**src/rtl/hmpf_pkg.sv**
```systemverilog
// Package with beat types, register codes, pipeline record and constant functions.
`timescale 1ns / 1ps
`default_nettype none
package hmpf_pkg;

    localparam int unsigned Q24_ONE    = 32'd16777216;
    localparam logic [23:0] HALF_LOG2E = 24'd12102203;
    localparam int unsigned DIV_STAGES = 14;
    localparam int unsigned DIV_BITS   = 4;
    localparam int unsigned LOG_STEPS  = 24;
    localparam int unsigned POW_STEPS  = 24;

    typedef enum logic [1:0] {
        CFG_PERM_REF       = 2'd0,
        CFG_SOLID_FRACTION = 2'd1,
        CFG_EXP_COEFF      = 2'd2,
        CFG_POWER_EXP      = 2'd3
    } t_cfg_idx;

    typedef enum logic [1:0] {
        ST_OK    = 2'd0,
        ST_BELOW = 2'd1,
        ST_SAT   = 2'd2
    } t_status;

    typedef enum logic [1:0] {
        K_NORMAL = 2'd0,
        K_BELOW  = 2'd1,
        K_EQUAL  = 2'd2
    } t_kind;

    typedef struct packed {
        logic [31:0]        rel_volume;
        logic signed [31:0] grad_x;
        logic signed [31:0] grad_y;
        logic signed [31:0] grad_z;
    } t_in_beat;

    typedef struct packed {
        logic [31:0]        perm_now;
        logic signed [31:0] flux_x;
        logic signed [31:0] flux_y;
        logic signed [31:0] flux_z;
        logic [1:0]         status;
    } t_out_beat;

    typedef struct packed {
        logic [31:0] perm_ref;
        logic [23:0] solid_fraction;
        logic [31:0] exp_coeff;
        logic [31:0] power_exp;
    } t_cfg;

    typedef struct packed {
        t_kind              kind;
        logic signed [31:0] gx;
        logic signed [31:0] gy;
        logic signed [31:0] gz;
        logic [39:0]        jj;
        logic [39:0]        u;
        logic [55:0]        pa;
        logic [55:0]        pb;
        logic signed [48:0] eexp;
        logic [25:0]        rem;
        logic [55:0]        quo;
        logic [63:0]        nrm;
        logic [5:0]         lz;
        logic [30:0]        m;
        logic [23:0]        frac;
        logic [38:0]        pm;
        logic               lneg;
        logic signed [50:0] e;
        logic [30:0]        acc;
        logic [62:0]        pp;
        logic [31:0]        k0;
        logic               sat;
        logic [63:0]        qx;
        logic [63:0]        qy;
        logic [63:0]        qz;
    } t_work;

    function automatic logic [63:0] isqrt64(input logic [63:0] x);
        logic [63:0] res;
        logic [63:0] b;
        logic [63:0] xx;
        res = '0;
        b   = 64'h4000_0000_0000_0000;
        xx  = x;
        for (int i = 0; i < 32; i++) begin
            if (xx >= res + b) begin
                xx  = xx - (res + b);
                res = (res >> 1) + b;
            end else begin
                res = res >> 1;
            end
            b = b >> 2;
        end
        return res;
    endfunction

    // Returns 2^(2^-(k+1)) in Q1.30, built by a chain of repeated square roots of 2.0.
    function automatic logic [30:0] pow2_root(input int k);
        logic [63:0] c;
        c = 64'h8000_0000;
        for (int i = 0; i <= k; i++) begin
            c = isqrt64(c << 30);
        end
        return c[30:0];
    endfunction

endpackage
`default_nettype wire

```
**src/rtl/hmpf_log_stage.sv**
```systemverilog
// One log2 stage: squares the mantissa and produces one fraction bit.
`timescale 1ns / 1ps
`default_nettype none
module hmpf_log_stage (
    input  wire              i_clk,
    input  wire              i_rst_n,
    input  wire              i_en,
    input  wire              i_valid,
    input  hmpf_pkg::t_work  i_work,
    output logic             o_valid,
    output hmpf_pkg::t_work  o_work
);
    import hmpf_pkg::*;

    logic        r_valid;
    t_work       r_work;
    t_work       n_work;
    logic [61:0] sq_full;
    logic [31:0] sq;

    assign sq_full = 62'(i_work.m) * 62'(i_work.m);
    assign sq      = sq_full[61:30];

    always_comb begin
        n_work      = i_work;
        n_work.frac = {i_work.frac[22:0], sq[31]};
        n_work.m    = sq[31] ? sq[31:1] : sq[30:0];
    end

    always_ff @(posedge i_clk) begin
        if (!i_rst_n) begin
            r_valid <= 1'b0;
        end else if (i_en) begin
            r_valid <= i_valid;
        end
    end

    always_ff @(posedge i_clk) begin
        if (i_en) begin
            r_work <= n_work;
        end
    end

    assign o_valid = r_valid;
    assign o_work  = r_work;

endmodule
`default_nettype wire

```
**config.mk**
```make
export PLATFORM = sky130hd
export DESIGN_NAME = hmpf_log_stage
export DESIGN_NICKNAME = d
export VERILOG_FILES = /design/src/rtl/hmpf_pkg.sv /design/src/rtl/hmpf_log_stage.sv
export SDC_FILE = /design/constraint.sdc
export NUM_CORES = 2
export LEC_CHECK = 0
export BUFFER_PORTS_ARGS = -buffer_cell sky130_fd_sc_hd__buf_2
export CAP_MARGIN = 20
export CORE_AREA = 2 2 744 746
export DETAILED_ROUTE_END_ITERATION = 8
export DIE_AREA = 0 0 746 748
export SLEW_MARGIN = 20
export SYNTH_ARGS = -nofsm -noshare
export SYNTH_HDL_FRONTEND = slang
export SYNTH_SLANG_ARGS = --single-unit
```
**constraint.sdc**
```tcl
create_clock -name i_clk -period 10.3 [get_ports i_clk]
set_clock_uncertainty 0.1 [all_clocks]
set_input_delay 2.06 -clock i_clk [delete_from_list [all_inputs] [get_ports i_clk]]
set_output_delay 2.06 -clock i_clk [all_outputs]
set_load 0.02 [all_outputs]
```
==> results_dict.tcl <==
set metrics [dict create \
    status "finished, final reports clean" \
    worst_path_max_delay_cell "fa_1" \
    synth.yosys.seq_area_share_pct 51.0 \
    core_area_mm2 0.551 \
    drive_above_1_share_pct 39.4 \
    io_buffers 1915 \
    synth_top_area_cell "edfxtp_1" \
    synth_edf_count 956 \
    maxSlewViolCount 0 \
    grt_max_degree 145 \
    crit_start "i_work[449]" \
    rsz0062_at_grt "no" \
    fin_crit_ns 9.46 \
    synth_top_area_share_pct 51.0 \
    grt_pass1_wl_um 633000 \
    synth_flop_cell "edfxtp_1" \
    fmax_mhz 106 \
    drc 0 \
    syn_area_mm2 0.0563 \
    ant_nets 0 \
    reg2regPathDepth 2 \
    cts_tree "done" \
    cp-start-kind "input port" \
    cp_data_arrival_time_ns 9.97 \
    dr.pass1.iters 5 \
    synthCells 3946 \
    path_clk_slew_ns 0.06 \
    critPathBufInv 6 \
    critPathTopFamily "adder cells" \
    cts-root-buf "clkbuf_16" \
    dieArea_mm2 0.558 \
    cpMostUsedCell "fa_1" \
    tightest_slew_ns 0.970 \
    hold_violations 0 \
    critPathCapture "o_work[456]" \
    post-route-period-util_pct 91.8 \
    gp_congestion 0.999 \
    cp.depth 25 \
    crit_required_ns 10.81 \
    timing.hold.ws_ns 0.433 \
    wire_per_inst_um 38.4 \
    numCtsBuffers 148 \
    drtIter0Drc 4793 \
    place_hpwl_um 491000 \
    critPathKind "input port to flop" \
    start_util_pct 10.2 \
    synth.net_count 5922 \
    clkSinkCount 957 \
    antenna_found_initial 487 \
    io_pins 1917 \
    via_count 44400 \
    wl_met3_um 97900 \
    postSynth.asyncResetShare_pct 0 \
    met2_length_um 223000 \
    hold_depth 2 \
    area_growth_pct 48.2 \
    synth_area_per_cell_um2 14.3 \
    setup_tns_ns 0 \
    via_per_inst 3.14 \
    grt-ovfl-total 0 \
    h-tree-depth 4 \
    wl_um 542000 \
    ys_warn_count 0 \
    ys_types 69 \
    relSlewSlack_pct 35.4 \
    cts_setup_buffers 0 \
    critPathMaxFanout 4 \
    critical-path-max-stage-delay_ns 0.60 \
    m1WireLength_um 203000 \
    die_x_um 746 \
    cts_resized 0 \
    clock_path_buffers 4 \
    top_layer "met5" \
    reg2reg_to "o_valid" \
    fin_nets 8183 \
    cts_hold_buf 0 \
    crit_path_end_kind "flop" \
    ys_ff_latch 957 \
    dieHeight_um 748 \
    r2r_slack_ns 9.60 \
    clock_latency_ns 0.86 \
    drv_cap 0 \
    min_path_type "flop to flop" \
    grt_pass1_vias 42400 \
    synth_area_leaders "edfxtp_1 51%, fa_1 27%, inv_1 6.1%" \
    row_count 273 \
    finalSetupViolations 0 \
    regToRegStartpoint "o_valid" \
    track_usage_pct 18.8 \
]
worst min-delay path, cell delays in order (launching register included):
cell	delay, ns
dfxtp_1	0.33
mux2i_1	0.07
nor2b_1	0.09
worst min-delay path by stage:
stage	start	endpoint	slack, ns
6_report	o_valid	o_valid	0.43
5_1_grt	o_valid	o_valid	0.49
4_1_cts	o_valid	o_valid	0.44
3_5_place_dp	o_valid	o_valid	0.43
3_3_place_gp	o_valid	o_valid	0.40
2_1_floorplan	o_valid	o_valid	0.49
state kept, by name, summed over array words and instances, names as in the netlist:
signal   count
o_valid      1
o_work     956
synthesized netlist by cell type (all sizes together), types with 3 or more instances:
cell type    n
nor2b        8
xor2        27
mux2i        8
o21ai       52
o21bai      11
nor4         4
xnor2       29
and4         4
buf          9
a21o        16
o2111ai      3
clkbuf     101
a211oi      11
and3        10
and2       194
a21boi       4
nand2      311
a311oi       5
o21a         9
a41oi        3
nand2b       4
nor2        63
edfxtp     956
nand4       14
ha         269
a31o         5
a21oi       62
o211ai       6
a221oi       3
nand3       16
or2          5
nor3        13
fa         747
mux2        21
a31oi        4
inv        914
final cells by class:
| type | instances | area (µm²) |
|---|---|---|
| diodes | 506 | 1270 |
| clock buffers | 169 | 3810 |
| clock inverters | 97 | 1210 |
| fillers | 61600 | 467000 |
| inverters | 915 | 3440 |
| multi-input cells | 1964 | 23700 |
| flip-flops and latches | 957 | 28700 |
| well taps | 7287 | 9120 |
| repair buffers | 2221 | 12200 |
placed cells by master, fill, tap and decap left out, types with 8 or more instances in the layout:
cell type   instances
mux2_2              9
clkinv_2           22
inv_6               8
clkinvlp_4         12
edfxtp_1          956
a21oi_1            62
nor2b_1             8
o21a_1              9
nand4_1            14
buf_4             282
mux2i_1             8
clkinv_1           20
clkbuf_1           19
nand3_1            15
and3_1             10
bufinv_16          20
ha_1              269
inv_1             911
diode_2           506
a211oi_1           11
buf_2            1914
mux2_4             12
nand2_1           309
nor3_1             11
and2_1            194
a21o_1             16
buf_12             24
xor2_1             26
o21bai_1           11
xnor2_1            29
fa_1              747
o21ai_0            46
nor2_1             63
clkbuf_16         149
routing by layer:
metal  vias up  global-route usage [%]
li1      17800                       -
met3       818                    14.8
met1     22800                    21.3
met5         -                   0.663
met4       168                    4.65
met2      2852                    27.1
through the flow:
| step | util, % | std cells | worst slack (ns) | instance area, µm² |
|---|---|---|---|---|
| after floorplan | - | 3946 | 0.940 | 56300 |
| after global placement | 14.0 | 13300 | 0.0274 | 77200 |
| after detailed placement | 14.0 | 13300 | 0.0541 | 77200 |
| after CTS | 14.9 | 13600 | 0.971 | 82200 |
| after global routing | 15.0 | 13700 | 0.518 | 82300 |
| final | 15.2 | 14100 | 0.841 | 83500 |
kinds of logic after synthesis:
kind of cell    after synthesis  synth area share, %
simple gates                653                 5.60
mux                          29                0.642
buf+inv                    1025                 6.88
xor+xnor                     56                0.904
flops                       957                 51.0
compound gates              210                 2.43
fa+ha+maj                  1016                 32.5
Power is not shown: default switching activity piles up to over one toggle a cycle in this logic, so the estimate is an artifact.
