$ cat config.mk
export PLATFORM = sky130hd
export DESIGN_NAME = hmpf_pow2_stage
export DESIGN_NICKNAME = d
export VERILOG_FILES = /design/src/rtl/hmpf_pkg.sv /design/src/rtl/hmpf_pow2_stage.sv
export SDC_FILE = /design/constraint.sdc
export NUM_CORES = 2
export LEC_CHECK = 0
export BUFFER_PORTS_ARGS = -buffer_cell sky130_fd_sc_hd__buf_4
export CORE_AREA = 2 2 757 759
export DETAILED_ROUTE_END_ITERATION = 16
export DIE_AREA = 0 0 759 761
export PLACE_DENSITY = 0.3
export SLEW_MARGIN = 20
export SYNTH_ARGS = -nofsm -noshare
export SYNTH_HDL_FRONTEND = slang
export SYNTH_SLANG_ARGS = --single-unit
export TNS_END_PERCENT = 10
$ cat constraint.sdc
create_clock -name i_clk -period 8.3 [get_ports i_clk]
set_input_delay 0 -clock i_clk [delete_from_list [all_inputs] [get_ports i_clk]]
set_output_delay 0 -clock i_clk [all_outputs]
set_load 0.01 [all_outputs]
$ cat src/rtl/hmpf_pkg.sv
// Package with beat types, register codes, pipeline record and constant functions.
`timescale 1ns / 1ps
`default_nettype none
package hmpf_pkg;

    localparam int unsigned Q24_ONE    = 32'd16777216;
    localparam logic [23:0] HALF_LOG2E = 24'd12102203;
    localparam int unsigned DIV_STAGES = 14;
    localparam int unsigned DIV_BITS   = 4;
    localparam int unsigned LOG_STEPS  = 24;
    localparam int unsigned POW_STEPS  = 24;

    typedef enum logic [1:0] {
        CFG_PERM_REF       = 2'd0,
        CFG_SOLID_FRACTION = 2'd1,
        CFG_EXP_COEFF      = 2'd2,
        CFG_POWER_EXP      = 2'd3
    } t_cfg_idx;

    typedef enum logic [1:0] {
        ST_OK    = 2'd0,
        ST_BELOW = 2'd1,
        ST_SAT   = 2'd2
    } t_status;

    typedef enum logic [1:0] {
        K_NORMAL = 2'd0,
        K_BELOW  = 2'd1,
        K_EQUAL  = 2'd2
    } t_kind;

    typedef struct packed {
        logic [31:0]        rel_volume;
        logic signed [31:0] grad_x;
        logic signed [31:0] grad_y;
        logic signed [31:0] grad_z;
    } t_in_beat;

    typedef struct packed {
        logic [31:0]        perm_now;
        logic signed [31:0] flux_x;
        logic signed [31:0] flux_y;
        logic signed [31:0] flux_z;
        logic [1:0]         status;
    } t_out_beat;

    typedef struct packed {
        logic [31:0] perm_ref;
        logic [23:0] solid_fraction;
        logic [31:0] exp_coeff;
        logic [31:0] power_exp;
    } t_cfg;

    typedef struct packed {
        t_kind              kind;
        logic signed [31:0] gx;
        logic signed [31:0] gy;
        logic signed [31:0] gz;
        logic [39:0]        jj;
        logic [39:0]        u;
        logic [55:0]        pa;
        logic [55:0]        pb;
        logic signed [48:0] eexp;
        logic [25:0]        rem;
        logic [55:0]        quo;
        logic [63:0]        nrm;
        logic [5:0]         lz;
        logic [30:0]        m;
        logic [23:0]        frac;
        logic [38:0]        pm;
        logic               lneg;
        logic signed [50:0] e;
        logic [30:0]        acc;
        logic [62:0]        pp;
        logic [31:0]        k0;
        logic               sat;
        logic [63:0]        qx;
        logic [63:0]        qy;
        logic [63:0]        qz;
    } t_work;

    function automatic logic [63:0] isqrt64(input logic [63:0] x);
        logic [63:0] res;
        logic [63:0] b;
        logic [63:0] xx;
        res = '0;
        b   = 64'h4000_0000_0000_0000;
        xx  = x;
        for (int i = 0; i < 32; i++) begin
            if (xx >= res + b) begin
                xx  = xx - (res + b);
                res = (res >> 1) + b;
            end else begin
                res = res >> 1;
            end
            b = b >> 2;
        end
        return res;
    endfunction

    // Returns 2^(2^-(k+1)) in Q1.30, built by a chain of repeated square roots of 2.0.
    function automatic logic [30:0] pow2_root(input int k);
        logic [63:0] c;
        c = 64'h8000_0000;
        for (int i = 0; i <= k; i++) begin
            c = isqrt64(c << 30);
        end
        return c[30:0];
    endfunction

endpackage
`default_nettype wire

$ cat src/rtl/hmpf_pow2_stage.sv
// One 2^f stage: multiplies in the root factor for one fraction bit.
`timescale 1ns / 1ps
`default_nettype none
module hmpf_pow2_stage #(
    parameter int STEP = 0
) (
    input  wire              i_clk,
    input  wire              i_rst_n,
    input  wire              i_en,
    input  wire              i_valid,
    input  hmpf_pkg::t_work  i_work,
    output logic             o_valid,
    output hmpf_pkg::t_work  o_work
);
    import hmpf_pkg::*;

    localparam logic [30:0] ROOT = pow2_root(STEP);

    logic        r_valid;
    t_work       r_work;
    t_work       n_work;
    logic [61:0] prod;

    assign prod = 62'(i_work.acc) * 62'(ROOT);

    always_comb begin
        n_work = i_work;
        if (i_work.e[23 - STEP]) begin
            n_work.acc = prod[60:30];
        end
    end

    always_ff @(posedge i_clk) begin
        if (!i_rst_n) begin
            r_valid <= 1'b0;
        end else if (i_en) begin
            r_valid <= i_valid;
        end
    end

    always_ff @(posedge i_clk) begin
        if (i_en) begin
            r_work <= n_work;
        end
    end

    assign o_valid = r_valid;
    assign o_work  = r_work;

endmodule
`default_nettype wire

==> flow_results.org <==
** Placed design
- Number of cells after detailed placement :: 12,200
- Routability-driven placement finished with a final weighted congestion of 0.998.
- The count of buffers added on input and output ports is 1,916.
- DPL Wire Length :: 470 mm

** Clock network
- The tree is rooted in a clkbuf_16.
- H-tree Lvls :: 4
- The clock passes through at most 4 buffers.
- Clock-pin slew was measured on the worst setup and hold paths at 70 ps.
- TritonCTS built the clock tree.
- In this run the post-CTS setup repair buffer count came out at 0.
- Once the clock tree was built, the resizer swapped 0 gates to a different size.
- Clock sink count :: 957
- Number of buffers inserted during clock tree synthesis :: 159
- After clock tree synthesis, the flow added hold-fix buffers numbering 1,722.
- The clock reaches the later pin of the worst-skew pair after 860 ps.

** Yosys
- Synthesis produced a netlist whose cell count is 2,683.
- For this run, the number of Yosys warnings is 0.
- The synthesized netlist occupies a cell area of 0.0454 sq mm.
- Of all cell types, the one taking the most synthesized area is edfxtp_1.
- Number of library cell types mapped by synthesis :: 66
- Fraction of the yosys area taken by sequential cells :: 0.633
- Avg Synthesized Cell Area :: 16.9 sq um
- Portion of synthesized cell area occupied by the leading cell type :: 0.633
- Largest cells by area after synthesis :: edfxtp_1 (63%), fa_1 (15%), ha_1 (11%)
- Among all flip-flop cells after synthesis, the most frequent one is edfxtp_1.
- For this run, asynchronously set or reset flops after synthesis account for 0.
- Mapped Nets :: 4,386
- Synthesized flop and latch total :: 957
- EDFF count, synth :: 956

** Worst hold path
- Instance count along the most critical hold path :: 2
- The path with the worst hold slack has its endpoint at o_work[89].
- In this run the worst hold path is classified as in2reg.
- Worst hold start :: i_work[89]

** STA
- Final slew viol count :: 0
- Clock skew :: 0 ps
- Clock period minus worst slack :: 7590 ps
- Setup TNS :: 0 ps
- Setup violations remaining at the end of the flow were counted as 0.
- For the pin with the worst max-slew slack, the measured transition is 1250 ps.
- Measured against its own limit, the worst slew margin works out to 0.164.
- Static timing analysis puts the maximum clock frequency at 132 MHz.
- Of the available clock period, the critical path in the final layout requires 0.915.
- Setup repair after global routing left no endpoint under its margin.
- Count of endpoints failing hold in the final timing report :: 0

** Die
- For this configuration, the core starts out at a cell density of 0.0795.
- Chip Height :: 761 microns
- In this run the horizontal extent of the chip is 759 microns.
- Floorplan die area :: 0.578 sq mm
- FP Rows :: 278
- Total core area :: 0.570 sq mm
- Pin placement for this block handled 1,917 I/O pins.

** Final layout
- Leaving out fill and tap cells, the most frequent cell in the layout is buf_4.
- Number of fillers in the final layout :: 63,500
- Most used cells in the layout excluding fill and tap cells :: buf_4 (1,922), dlygate4sd3_1 (1,722), edfxtp_1 (956)
- In the final layout, the multi-input gates occupy 0.0145 sq mm.
- At the end of the flow, the number of nets in the layout was 8,184.
- Register cell area after layout :: 0.0287 sq mm
- The area growth from synthesis to layout is 103%.
- Once layout is complete, the cells apart from fillers number 14,300.
- Of the cells placed in the final design, the portion with a size suffix greater than 1 is 0.333.

** Power
- The analysis attributes to cell leakage a power of 38.1 nW.
- Sum of internal, switching and leakage power :: 0.0372 W
- Power density of the placed cells :: 404 mW/mm^2
- IR analysis of the VDD net gives a maximum drop of 0.000887 V.

** Critical path
- The worst register-to-register path ends at o_valid.
- Cell occurring most often along the worst timing path :: fa_1
- R2R Path Start :: o_valid
- The largest single stage delay on the critical path is 590 ps.
- Worst setup EP type :: flop
- Bufs and invs on worst path :: 9
- The worst register-to-register path has a depth of 3.
- The slowest stage of the critical path belongs to the cell a221oi_4.
- Worst path arrival time :: 8160 ps
- The worst setup path is launched from a primary input.
- The cell family contributing the most delay on the critical path is adder cells.
- Worst reg2reg setup slack :: 7060 ps
- Crit path max fanout :: 10
- WP data required :: 8870 ps
- The critical path in this run is classified as in2reg.

** Routing
- DRC violation total after the first TritonRoute iteration :: 2,248
- The routed layout has 40,600 vias.
- Drt pass-1 iters :: 7
- The final layout contains routed wiring with a total length of 529 mm.
- DRC violation count after routing :: 0
- Dividing the detail-routed wire length by the instance count gives 37.0 microns.
- Post-detailed-route via-to-cell ratio :: 2.84
- The detail route stage leaves a number of antenna-violating nets equal to 0.

** Global routing
- The initial antenna violation count is 393.
- Pin count of the biggest net entering global routing :: 121
- The first global-routing pass estimated 629 mm of wire.
- Via count of the first global-routing pass :: 42,800
- Total global-route track usage :: 0.177
- Total global routing overflow :: 0

** Status
- The flow ran to the end, and the final reports show no timing, DRC or antenna violations.

** Flow run
- Max-cap viol count :: 0
-- routing by layer --
layer / global-route usage / up-vias / wire [microns]
li1: - / 17200 / -
met1: 0.195 / 20600 / 199000
met2: 0.339 / 2042 / 282000
met3: 0.0411 / 675 / 29200
met4: 0.0461 / 68 / 18400
met5: 0 / - / 453
-- cell usage after synthesis, drive strengths merged, types with 4 or more instances --
library cell,count
fa,330
nand2,57
a2111oi,4
xor2,24
a21boi,7
o311ai,4
xnor2,20
o21bai,7
and2,10
a21oi,64
a211o,4
a21o,23
o31ai,10
edfxtp,956
inv,546
nand3,23
nand4,14
a211oi,5
and3,8
ha,413
o21a,11
mux2,14
o221ai,5
o21ai,30
a31oi,7
nor2,23
nor3,10
clkbuf,13
o211ai,4
-- stage by stage --
step / util / setup slack (ps) / area, sq um / hold slack (ps)
6_report: 0.162 / 707 / 92100 / 55.4
3_3_place_gp: 0.122 / 980 / 69300 / 179
2_1_floorplan: - / 1980 / 45400 / 98.9
4_1_cts: 0.161 / 903 / 91800 / 0.864
5_1_grt: 0.161 / 409 / 91900 / 10.0
3_5_place_dp: 0.122 / 1000 / 69300 / 179
-- worst reg2reg max path, stage by stage (launching register included) --
cell and delay [ps]:
dfxtp_1 410, mux2i_1 100, nor2b_1 130, dlygate4sd3_1 550
-- registers in the layout, indices dropped and copies added, names as in the netlist --
signal   count
o_valid      1
o_work     956
-- area by class of cell --
type                       instances  share of cell area
sequential                       957               0.312
clock inverter                   106              0.0124
inverter                         547              0.0223
multi-input combinational       1164               0.158
clock buffer                     175              0.0441
antenna                          138             0.00375
timing repair buffer            3652               0.345
tap                             7560               0.103
-- power breakdown --
group	internal (W)	total (W)	leakage (nW)	switching [W]
clock network	0.00415	0.00712	2.54	0.00296
logic	0.00901	0.0234	26.2	0.0144
registers	0.00611	0.00662	9.36	0.000507
-- cell families (layout without fill, tap and decap cells) --
logic type      after synthesis  count (layout)  synth area share
xor+xnor                     44              44           0.00850
compound gates              198             198            0.0302
simple gates                164             164            0.0180
fa+ha+maj                   743             743             0.260
buf+inv                     562            4480            0.0466
mux                          15              15           0.00370
other cells                   0             138                 0
flops                       957             957             0.633
-- worst max path at each step --
stage / start / end / slack [ps] / cells past startpoint
floorplan: i_work[306] / o_work[295] / 1980 / 24
global placement: i_work[306] / o_work[295] / 980 / 24
detailed placement: i_work[315] / o_work[311] / 1000 / 22
CTS: i_work[315] / o_work[315] / 900 / 24
global route: i_work[310] / o_work[315] / 410 / 24
finish: i_work[306] / o_work[302] / 710 / 26
Power figures use the tool's default switching activity.
