<file path="src/rtl/hmpf_pkg.sv">
// Package with beat types, register codes, pipeline record and constant functions.
`timescale 1ns / 1ps
`default_nettype none
package hmpf_pkg;

    localparam int unsigned Q24_ONE    = 32'd16777216;
    localparam logic [23:0] HALF_LOG2E = 24'd12102203;
    localparam int unsigned DIV_STAGES = 14;
    localparam int unsigned DIV_BITS   = 4;
    localparam int unsigned LOG_STEPS  = 24;
    localparam int unsigned POW_STEPS  = 24;

    typedef enum logic [1:0] {
        CFG_PERM_REF       = 2'd0,
        CFG_SOLID_FRACTION = 2'd1,
        CFG_EXP_COEFF      = 2'd2,
        CFG_POWER_EXP      = 2'd3
    } t_cfg_idx;

    typedef enum logic [1:0] {
        ST_OK    = 2'd0,
        ST_BELOW = 2'd1,
        ST_SAT   = 2'd2
    } t_status;

    typedef enum logic [1:0] {
        K_NORMAL = 2'd0,
        K_BELOW  = 2'd1,
        K_EQUAL  = 2'd2
    } t_kind;

    typedef struct packed {
        logic [31:0]        rel_volume;
        logic signed [31:0] grad_x;
        logic signed [31:0] grad_y;
        logic signed [31:0] grad_z;
    } t_in_beat;

    typedef struct packed {
        logic [31:0]        perm_now;
        logic signed [31:0] flux_x;
        logic signed [31:0] flux_y;
        logic signed [31:0] flux_z;
        logic [1:0]         status;
    } t_out_beat;

    typedef struct packed {
        logic [31:0] perm_ref;
        logic [23:0] solid_fraction;
        logic [31:0] exp_coeff;
        logic [31:0] power_exp;
    } t_cfg;

    typedef struct packed {
        t_kind              kind;
        logic signed [31:0] gx;
        logic signed [31:0] gy;
        logic signed [31:0] gz;
        logic [39:0]        jj;
        logic [39:0]        u;
        logic [55:0]        pa;
        logic [55:0]        pb;
        logic signed [48:0] eexp;
        logic [25:0]        rem;
        logic [55:0]        quo;
        logic [63:0]        nrm;
        logic [5:0]         lz;
        logic [30:0]        m;
        logic [23:0]        frac;
        logic [38:0]        pm;
        logic               lneg;
        logic signed [50:0] e;
        logic [30:0]        acc;
        logic [62:0]        pp;
        logic [31:0]        k0;
        logic               sat;
        logic [63:0]        qx;
        logic [63:0]        qy;
        logic [63:0]        qz;
    } t_work;

    function automatic logic [63:0] isqrt64(input logic [63:0] x);
        logic [63:0] res;
        logic [63:0] b;
        logic [63:0] xx;
        res = '0;
        b   = 64'h4000_0000_0000_0000;
        xx  = x;
        for (int i = 0; i < 32; i++) begin
            if (xx >= res + b) begin
                xx  = xx - (res + b);
                res = (res >> 1) + b;
            end else begin
                res = res >> 1;
            end
            b = b >> 2;
        end
        return res;
    endfunction

    // Returns 2^(2^-(k+1)) in Q1.30, built by a chain of repeated square roots of 2.0.
    function automatic logic [30:0] pow2_root(input int k);
        logic [63:0] c;
        c = 64'h8000_0000;
        for (int i = 0; i <= k; i++) begin
            c = isqrt64(c << 30);
        end
        return c[30:0];
    endfunction

endpackage
`default_nettype wire

</file>
<file path="src/rtl/hmpf_div_stage.sv">
// One divider stage: four restoring quotient bits of the volume ratio.
`timescale 1ns / 1ps
`default_nettype none
module hmpf_div_stage (
    input  wire              i_clk,
    input  wire              i_rst_n,
    input  wire              i_en,
    input  wire [24:0]       i_den,
    input  wire              i_valid,
    input  hmpf_pkg::t_work  i_work,
    output logic             o_valid,
    output hmpf_pkg::t_work  o_work
);
    import hmpf_pkg::*;

    logic  r_valid;
    t_work r_work;
    t_work n_work;

    always_comb begin
        n_work = i_work;
        for (int i = 0; i < DIV_BITS; i++) begin
            n_work.rem = {n_work.rem[24:0], n_work.quo[55]};
            n_work.quo = {n_work.quo[54:0], 1'b0};
            if (n_work.rem >= 26'(i_den)) begin
                n_work.rem    = n_work.rem - 26'(i_den);
                n_work.quo[0] = 1'b1;
            end
        end
    end

    always_ff @(posedge i_clk) begin
        if (!i_rst_n) begin
            r_valid <= 1'b0;
        end else if (i_en) begin
            r_valid <= i_valid;
        end
    end

    always_ff @(posedge i_clk) begin
        if (i_en) begin
            r_work <= n_work;
        end
    end

    assign o_valid = r_valid;
    assign o_work  = r_work;

endmodule
`default_nettype wire

</file>
<file path="config.mk">
export PLATFORM = sky130hd
export DESIGN_NAME = hmpf_div_stage
export DESIGN_NICKNAME = d
export VERILOG_FILES = /design/src/rtl/hmpf_pkg.sv /design/src/rtl/hmpf_div_stage.sv
export SDC_FILE = /design/constraint.sdc
export NUM_CORES = 1
export LEC_CHECK = 0
export BUFFER_PORTS_ARGS = -buffer_cell sky130_fd_sc_hd__buf_2
export CAP_MARGIN = 40
export CORE_AREA = 10 10 756 758
export CTS_BUF_LIST = sky130_fd_sc_hd__clkbuf_8
export DETAILED_ROUTE_END_ITERATION = 8
export DIE_AREA = 0 0 766 768
export PLACE_DENSITY = 0.31
export SLEW_MARGIN = 10
export SYNTH_ARGS = -nofsm -noshare
export SYNTH_HDL_FRONTEND = slang
export SYNTH_SLANG_ARGS = --single-unit
</file>
<file path="constraint.sdc">
create_clock -name i_clk -period 20.9 [get_ports i_clk]
set_input_delay 1.045 -clock i_clk [delete_from_list [all_inputs] [get_ports i_clk]]
set_output_delay 1.045 -clock i_clk [all_outputs]
set_load 0.02 [all_outputs]
</file>
==> out/metrics.csv, run 1 <==
stage,metric,value,unit
die,total I/O pin count,1942,
timing,Pins Over Slew Limit,0,
route,Initial DRC Count,2673,
die,die span in x,766,um
run_status,run status,"complete, no violations",
global_routing,first-pass GRT wire length,467,mm
global_routing,GR Util met1,15.6,%
synth,Yosys warnings,0,
die,full die area,588000,um^2
power_and_ir_drop,pwr dens,111,nW/um^2
worst_setup_path,"Slowest-stage cell, CP",a2111o_1,
synth,synthesized instance count,1829,
clocking,setup bufs post-CTS,0,
worst_setup_path,R2R Setup Slk,20.29,ns
route,Final ANT Viol Nets,0,
worst_setup_path,kind of critical path,in2reg,
route,Via density,2.55,
worst_setup_path,worst reg2reg path endpoint,o_valid,
global_routing,pin count of the biggest net entering global routing,151,
worst_setup_path,Worst Reg-to-Reg Cells,2,
synth,ys flop type,edfxtp_1,
die,Die Span Y,768,um
placement,post-DP HPWL,353,mm
worst_setup_path,worst stage delay on the critical path,0.53,ns
timing,Worst Tran Pin Value,0.977,ns
clocking,number of buffers created by CTS,217,
worst_setup_path,"Arr. time, crit path",14.39,ns
power_and_ir_drop,Power Total,7.17,mW
timing,setup TNS,0,ns
power_and_ir_drop,Gate power share,31.6,%
cells_and_area,fin cells,12400,
min_path,Hold Crit Class,in2reg,
cells_and_area,final core occ,11.6,%
route,drt drc,0,
power_and_ir_drop,Internal,4.55,mW
placement,DP Cell Count,11200,
synth,"area leader, netlist",edfxtp_1,
global_routing,gr usage total,12.8,%
cells_and_area,Multi-input gate area,5950,um^2
timing,fmax,73.2,MHz
synth,Synth async-reset ratio,0,%
power_and_ir_drop,Psw,2.62,mW
synth,Unique masters post-synth,71,
worst_setup_path,CP startpoint,i_den[0],
synth,Synth Register Bits,957,
clocking,maximum buffer depth of the clock tree,4,
die,Starting Density,6.30,%
global_routing,Most Crowded Layer GR,met2,
cells_and_area,nets,5602,
synth,Mean Syn Cell Area,19.1,um^2
power_and_ir_drop,switch share,36.5,%
cells_and_area,area growth from synthesis to layout,84.6,%
synth,"count leader, synth",edfxtp_1,
global_routing,met2 Use GR,20.6,%
worst_setup_path,crit-path max FO,37,
timing,Final setup viols,0,
synth,Synth Cell Area,35000,um^2
worst_setup_path,reg2reg start,o_valid,
worst_setup_path,critical path launch point type,primary input,
placement,port buffer count,1940,
timing,Relative slew margins,34.9,%
clocking,Root Buffer,clkbuf_8,
synth,"Seq/Total Area, Yosys",82.0,%
clocking,TritonCTS clock tree,done,
timing,final hold violation count,0,
min_path,number of cells on the worst hold path,1,
synth,Post-synth EDFFs,956,
route,DR WL/cell,31.9,um
power_and_ir_drop,clock power share,32.9,%
global_routing,initial antenna violation count,401,
global_routing,aggregate global routing overflow,0,
timing,minimum clock period,13.67,ns
clocking,"CTS clk-pin slew, worst paths",0.06,ns
global_routing,vias in the first global route,31500,
min_path,Hold EP,o_work[242],
route,Vias,31700,
worst_setup_path,CP Capture Type,flop,
placement,RD Place Congestion,1.10,
worst_setup_path,Worst EP required,21.63,ns
die,core area,556000,um^2
timing,share of the clock period used by the worst path,65.4,%
synth,"top cells by area, synth","edfxtp_1 (82%), ha_1 (3.6%), xnor2_1 (1.4%), a21oi_1 (1.3%), mux2_2 (1.1%)",
power_and_ir_drop,Pleak,24.7,nW
min_path,hold_sp,i_work[242],
synth,most common library cells after synthesis,"edfxtp_1 (956), ha_1 (100), a21oi_1 (94), nand2_1 (67), o21ai_0 (66)",
timing,clock skew,0,ns
power_and_ir_drop,maximum vdd drop,64.5,uV
die,Rows,274,
cells_and_area,layout cells sized above 1,49.7,%
cells_and_area,fillcell total,63400,
cells_and_area,Storage cell area,28700,um^2
power_and_ir_drop,sequential power share,35.5,%
clocking,H-tree depth,4,
timing,Min Hold Slack,0.203,ns
clocking,clock latency on the worst-skew pair,1.01,ns
timing,RSZ-0062 raised after global routing,no,
route,DRT Pass-1 Iters,5,
global_routing,GRT met3 Usage,5.38,%
synth,Mapped Nets,2918,
route,routed wire length,396,mm
synth,top-area cell type share of the netlist area,82.0,%
clocking,clk sinks,957,
run,Max Cap Viol,0,
==> layer usage <==
| metal | part of all wire, % | up-vias |
|---|---|---|
| li1 | - | 13000 |
| met1 | 41 | 15600 |
| met2 | 45 | 2314 |
| met3 | 10 | 724 |
| met4 | 3.3 | 86 |
| met5 | 0.13 | - |
==> power groups by stage <==
stage / combinational [mW] / clock (mW) / sequential, mW
2_1_floorplan: 1.11 / 0 / 2.68
3_3_place_gp: 2.19 / 0 / 2.60
3_5_place_dp: 2.19 / 0 / 2.60
4_1_cts: 2.31 / 2.52 / 2.56
5_1_grt: 2.45 / 2.57 / 2.56
6_report: 2.27 / 2.36 / 2.54
==> how the worst max path moves through the flow <==
stage | depth (start not counted) | endpoint
2_1_floorplan | 51 | o_work[598]
3_3_place_gp | 49 | o_work[593]
3_5_place_dp | 48 | o_work[595]
4_1_cts | 48 | o_work[595]
5_1_grt | 48 | o_work[595]
6_report | 48 | o_work[595]
==> critical path: cells and delay by family <==
kind,cells,cell delay [ns]
simple gates,4,0.57
mux,4,1.34
buf+inv,9,2.11
fa+ha+maj,5,1.84
compound gates,26,7.36
==> registers in the layout, indices dropped and copies added, names as in the netlist <==
name,flops
o_valid,1
o_work,956
==> logic make-up after synthesis <==
group	share of synthesized area, %
buffers and inverters	0.982
adder cells (fa/ha/maj)	3.80
AND/OR/NAND/NOR	3.24
AO/OA/AOI/OAI	5.49
flip-flops	82.0
XOR/XNOR	1.93
multiplexers	2.53
==> repair_timing <==
| item | in CTS | in global routing |
|---|---|---|
| endpoints found under the setup margin | 0 | 0 |
| resized for setup | 0 | 0 |
| hold buffers | 521 | 0 |
| endpoints found under the hold margin | 521 | 0 |
==> stage by stage <==
step | setup slack [ns] | area, um^2
after floorplan | 9.34 | 35000
after global placement | 6.03 | 54100
after detailed placement | 6.17 | 54200
after CTS | 7.35 | 63900
after global routing | 6.30 | 64200
final | 7.23 | 64700
==> area by class of cell <==
type                       count  area share (%)
clock buffer                 218            4.64
multi-input combinational    788            9.20
inverter                      63           0.370
timing repair buffer        2486            23.6
tap                         7452            14.4
clock inverter               179            2.30
antenna                      279            1.08
sequential                   957            44.4
==> cells in the final DEF, fill, tap and decap left out, drive strengths merged, types with 7 or more instances in the layout <==
| cell type | Yosys | layout |
|---|---|---|
| mux2 | 61 | 61 |
| bufinv | 0 | 23 |
| a21oi | 94 | 94 |
| o21ai | 70 | 70 |
| clkbuf | 13 | 218 |
| buf | 8 | 1965 |
| xor2 | 22 | 22 |
| and3 | 7 | 7 |
| nor3 | 14 | 14 |
| dlygate4sd3 | 0 | 521 |
| nor2b | 9 | 9 |
| edfxtp | 956 | 956 |
| o21a | 18 | 18 |
| nand3 | 23 | 23 |
| o21bai | 10 | 10 |
| nor2 | 58 | 58 |
| xnor2 | 55 | 55 |
| a21o | 32 | 32 |
| a31oi | 10 | 10 |
| inv | 63 | 108 |
| ha | 100 | 100 |
| nand4 | 17 | 17 |
| mux2i | 12 | 12 |
| and2 | 7 | 7 |
| nand2 | 67 | 67 |
| nand2b | 14 | 14 |
| clkinv | 0 | 105 |
| diode | 0 | 279 |
Note: power is estimated with default switching activity, not from simulation.
==> inputs of run 2 (changes only) <==
- CORE_AREA: 10 10 756 758 -> 10 10 755 757
- DIE_AREA: 0 0 766 768 -> 0 0 765 767
- PLACE_DENSITY: 0.31 -> 0.32
- clock period: 20.9 -> 11.7 ns (I/O delays scaled with it)
==> run 2 against run 1 <==
Against the previous run:
- total power rose by 92%
- largest power group is now combinational cells
- largest cell class unchanged
- via count is 8.0% higher
- critical endpoint is now o_work[593]
- core utilization up 1.2 points
- final cell count up 4.2%
==> out/metrics.csv, run 2 (synthesized netlist as in run 1, its figures left out) <==
stage,metric,value,unit
die,full die area,587000,um^2
global_routing,pin count of the biggest net entering global routing,119,
clocking,TritonCTS clock tree,done,
route,Initial DRC Count,2214,
global_routing,vias in the first global route,35400,
power_and_ir_drop,Pleak,28.3,nW
cells_and_area,area growth from synthesis to layout,104,%
power_and_ir_drop,pwr dens,194,nW/um^2
die,Starting Density,6.31,%
cells_and_area,fillcell total,62900,
timing,worst setup margin,0.729,ns
min_path,hold_sp,i_work[531],
worst_setup_path,Worst Reg-to-Reg Cells,3,
die,die span in x,765,um
cells_and_area,Storage cell area,28700,um^2
worst_setup_path,"Arr. time, crit path",11.67,ns
clocking,number of buffers created by CTS,220,
worst_setup_path,"Slowest-stage cell, CP",a2111o_1,
timing,Worst Tran Pin Value,1.01,ns
global_routing,gr usage total,13.9,%
die,total I/O pin count,1942,
cells_and_area,Multi-input gate area,5950,um^2
min_path,Hold Crit Class,in2reg,
global_routing,initial antenna violation count,388,
placement,Place WS,-0.538,ns
worst_setup_path,crit-path max FO,25,
worst_setup_path,worst stage delay on the critical path,0.47,ns
timing,minimum clock period,10.97,ns
route,DR WL/cell,33.1,um
die,Die Span Y,767,um
route,DRT Pass-1 Iters,5,
route,Via density,2.64,
cells_and_area,max reg flops,956,
placement,port buffer count,1940,
timing,final hold violation count,0,
cells_and_area,final core occ,12.8,%
worst_setup_path,critical path launch point type,primary input,
worst_setup_path,Worst path most repeated cell,buf_4,
route,drt drc,0,
timing,Final setup viols,0,
min_path,Hold EP,o_work[531],
cells_and_area,layout cells sized above 1,49.1,%
min_path,number of cells on the worst hold path,2,
power_and_ir_drop,maximum vdd drop,183,uV
route,Vias,34200,
global_routing,aggregate global routing overflow,0,
timing,Pins Over Slew Limit,0,
route,Final ANT Viol Nets,0,
die,core area,555000,um^2
worst_setup_path,Worst EP required,12.40,ns
clocking,clock latency on the worst-skew pair,1.08,ns
timing,RSZ-0062 raised after global routing,no,
cells_and_area,"commonest non-fill, non-tap cell in the layout",buf_2,
placement,post-DP HPWL,382,mm
route,routed wire length,429,mm
clocking,Root Buffer,clkbuf_8,
clocking,maximum buffer depth of the clock tree,4,
worst_setup_path,worst reg2reg path endpoint,o_valid,
cells_and_area,most frequent cells in the layout,"buf_2 (1939), edfxtp_1 (956), dlygate4sd3_1 (950), buf_4 (384), clkbuf_8 (220)",
worst_setup_path,R2R Setup Slk,10.54,ns
cells_and_area,nets,6414,
die,Rows,274,
run_status,run status,"complete, no violations",
timing,share of the clock period used by the worst path,93.8,%
timing,clock skew,0,ns
clocking,"CTS clk-pin slew, worst paths",0.06,ns
timing,fmax,91.1,MHz
clocking,H-tree depth,4,
global_routing,first-pass GRT wire length,510,mm
worst_setup_path,CP Capture Type,flop,
clocking,clk sinks,957,
worst_setup_path,reg2reg start,o_valid,
run,Max Cap Viol,0,
placement,RD Place Congestion,1.03,
worst_setup_path,kind of critical path,in2reg,
timing,Relative slew margins,32.3,%
power_and_ir_drop,Power Total,13.8,mW
[run 2: changes by cell type in the layout (fill, tap and decap cells not counted), moves of 3 or more]
cell / change
inv_6: +3
buf_4: +366
bufinv_16: -9
inv_1: +10
diode_2: -158
dlygate4sd3_1: +429
clkinv_1: +5
buf_16: +12
clkinv_2: -5
[run 2: worst max-delay path by stage]
stage,slack [ns],cells after the start,start,endpoint
after floorplan,0.60,51,i_work[590],o_work[598]
after global placement,-0.44,49,i_work[590],o_work[592]
after detailed placement,-0.54,49,i_work[590],o_work[593]
after CTS,0.59,49,i_work[590],o_work[593]
after global routing,0.1,48,i_work[590],o_work[595]
final,0.73,48,i_work[590],o_work[593]
[run 2: area by class of cell]
class	instances	area share, %
clock buffers	220	4.25
multi-input cells	788	8.35
inverters	63	0.335
clock inverters	180	1.73
diodes	121	0.425
repair buffers	3295	31.8
well taps	7314	12.8
flip-flops and latches	957	40.3
[run 2: report_power, final]
| group | leakage [nW] | total (mW) | internal (mW) | switching, mW |
|---|---|---|---|---|
| clock | 2.36 | 4.07 | 2.08 | 1.99 |
| sequential | 9.37 | 4.46 | 4.22 | 0.235 |
| combinational | 16.6 | 5.26 | 2.44 | 2.82 |
[run 2: repair_timing]
action                                 CTS  global route
setup buffers                            0             0
resized for setup                        0             1
hold buffers                           950             0
setup endpoints to repair                0             4
endpoints found under the hold margin  992             0
[run 2: metal layers]
| layer | GRT usage [%] | part of all wire, % | vias up |
|---|---|---|---|
| li1 | - | - | 14400 |
| met1 | 18.1 | 44 | 16900 |
| met2 | 23.1 | 46 | 2203 |
| met3 | 3.94 | 7.6 | 661 |
| met4 | 2.60 | 2.4 | 42 |
| met5 | 0 | 0.065 | - |
[run 2: through the flow]
step                cells  hold WS, ns  area, um^2  TNS, ns
floorplan            1829        0.589       35000        0
global placement    11500        0.520       56700   -10.13
detailed placement  11500        0.526       57200   -12.43
CTS                 12800   0.00000477       70900        0
global route        12900       0.0806       71100        0
finish              12900        0.219       71300        0
[run 2: critical path, delay by kind of cell]
family | cells | cell delay [ns]
mux | 5 | 1.61
compound gates | 23 | 5.46
buf+inv | 11 | 1.70
simple gates | 4 | 0.75
fa+ha+maj | 5 | 1.50
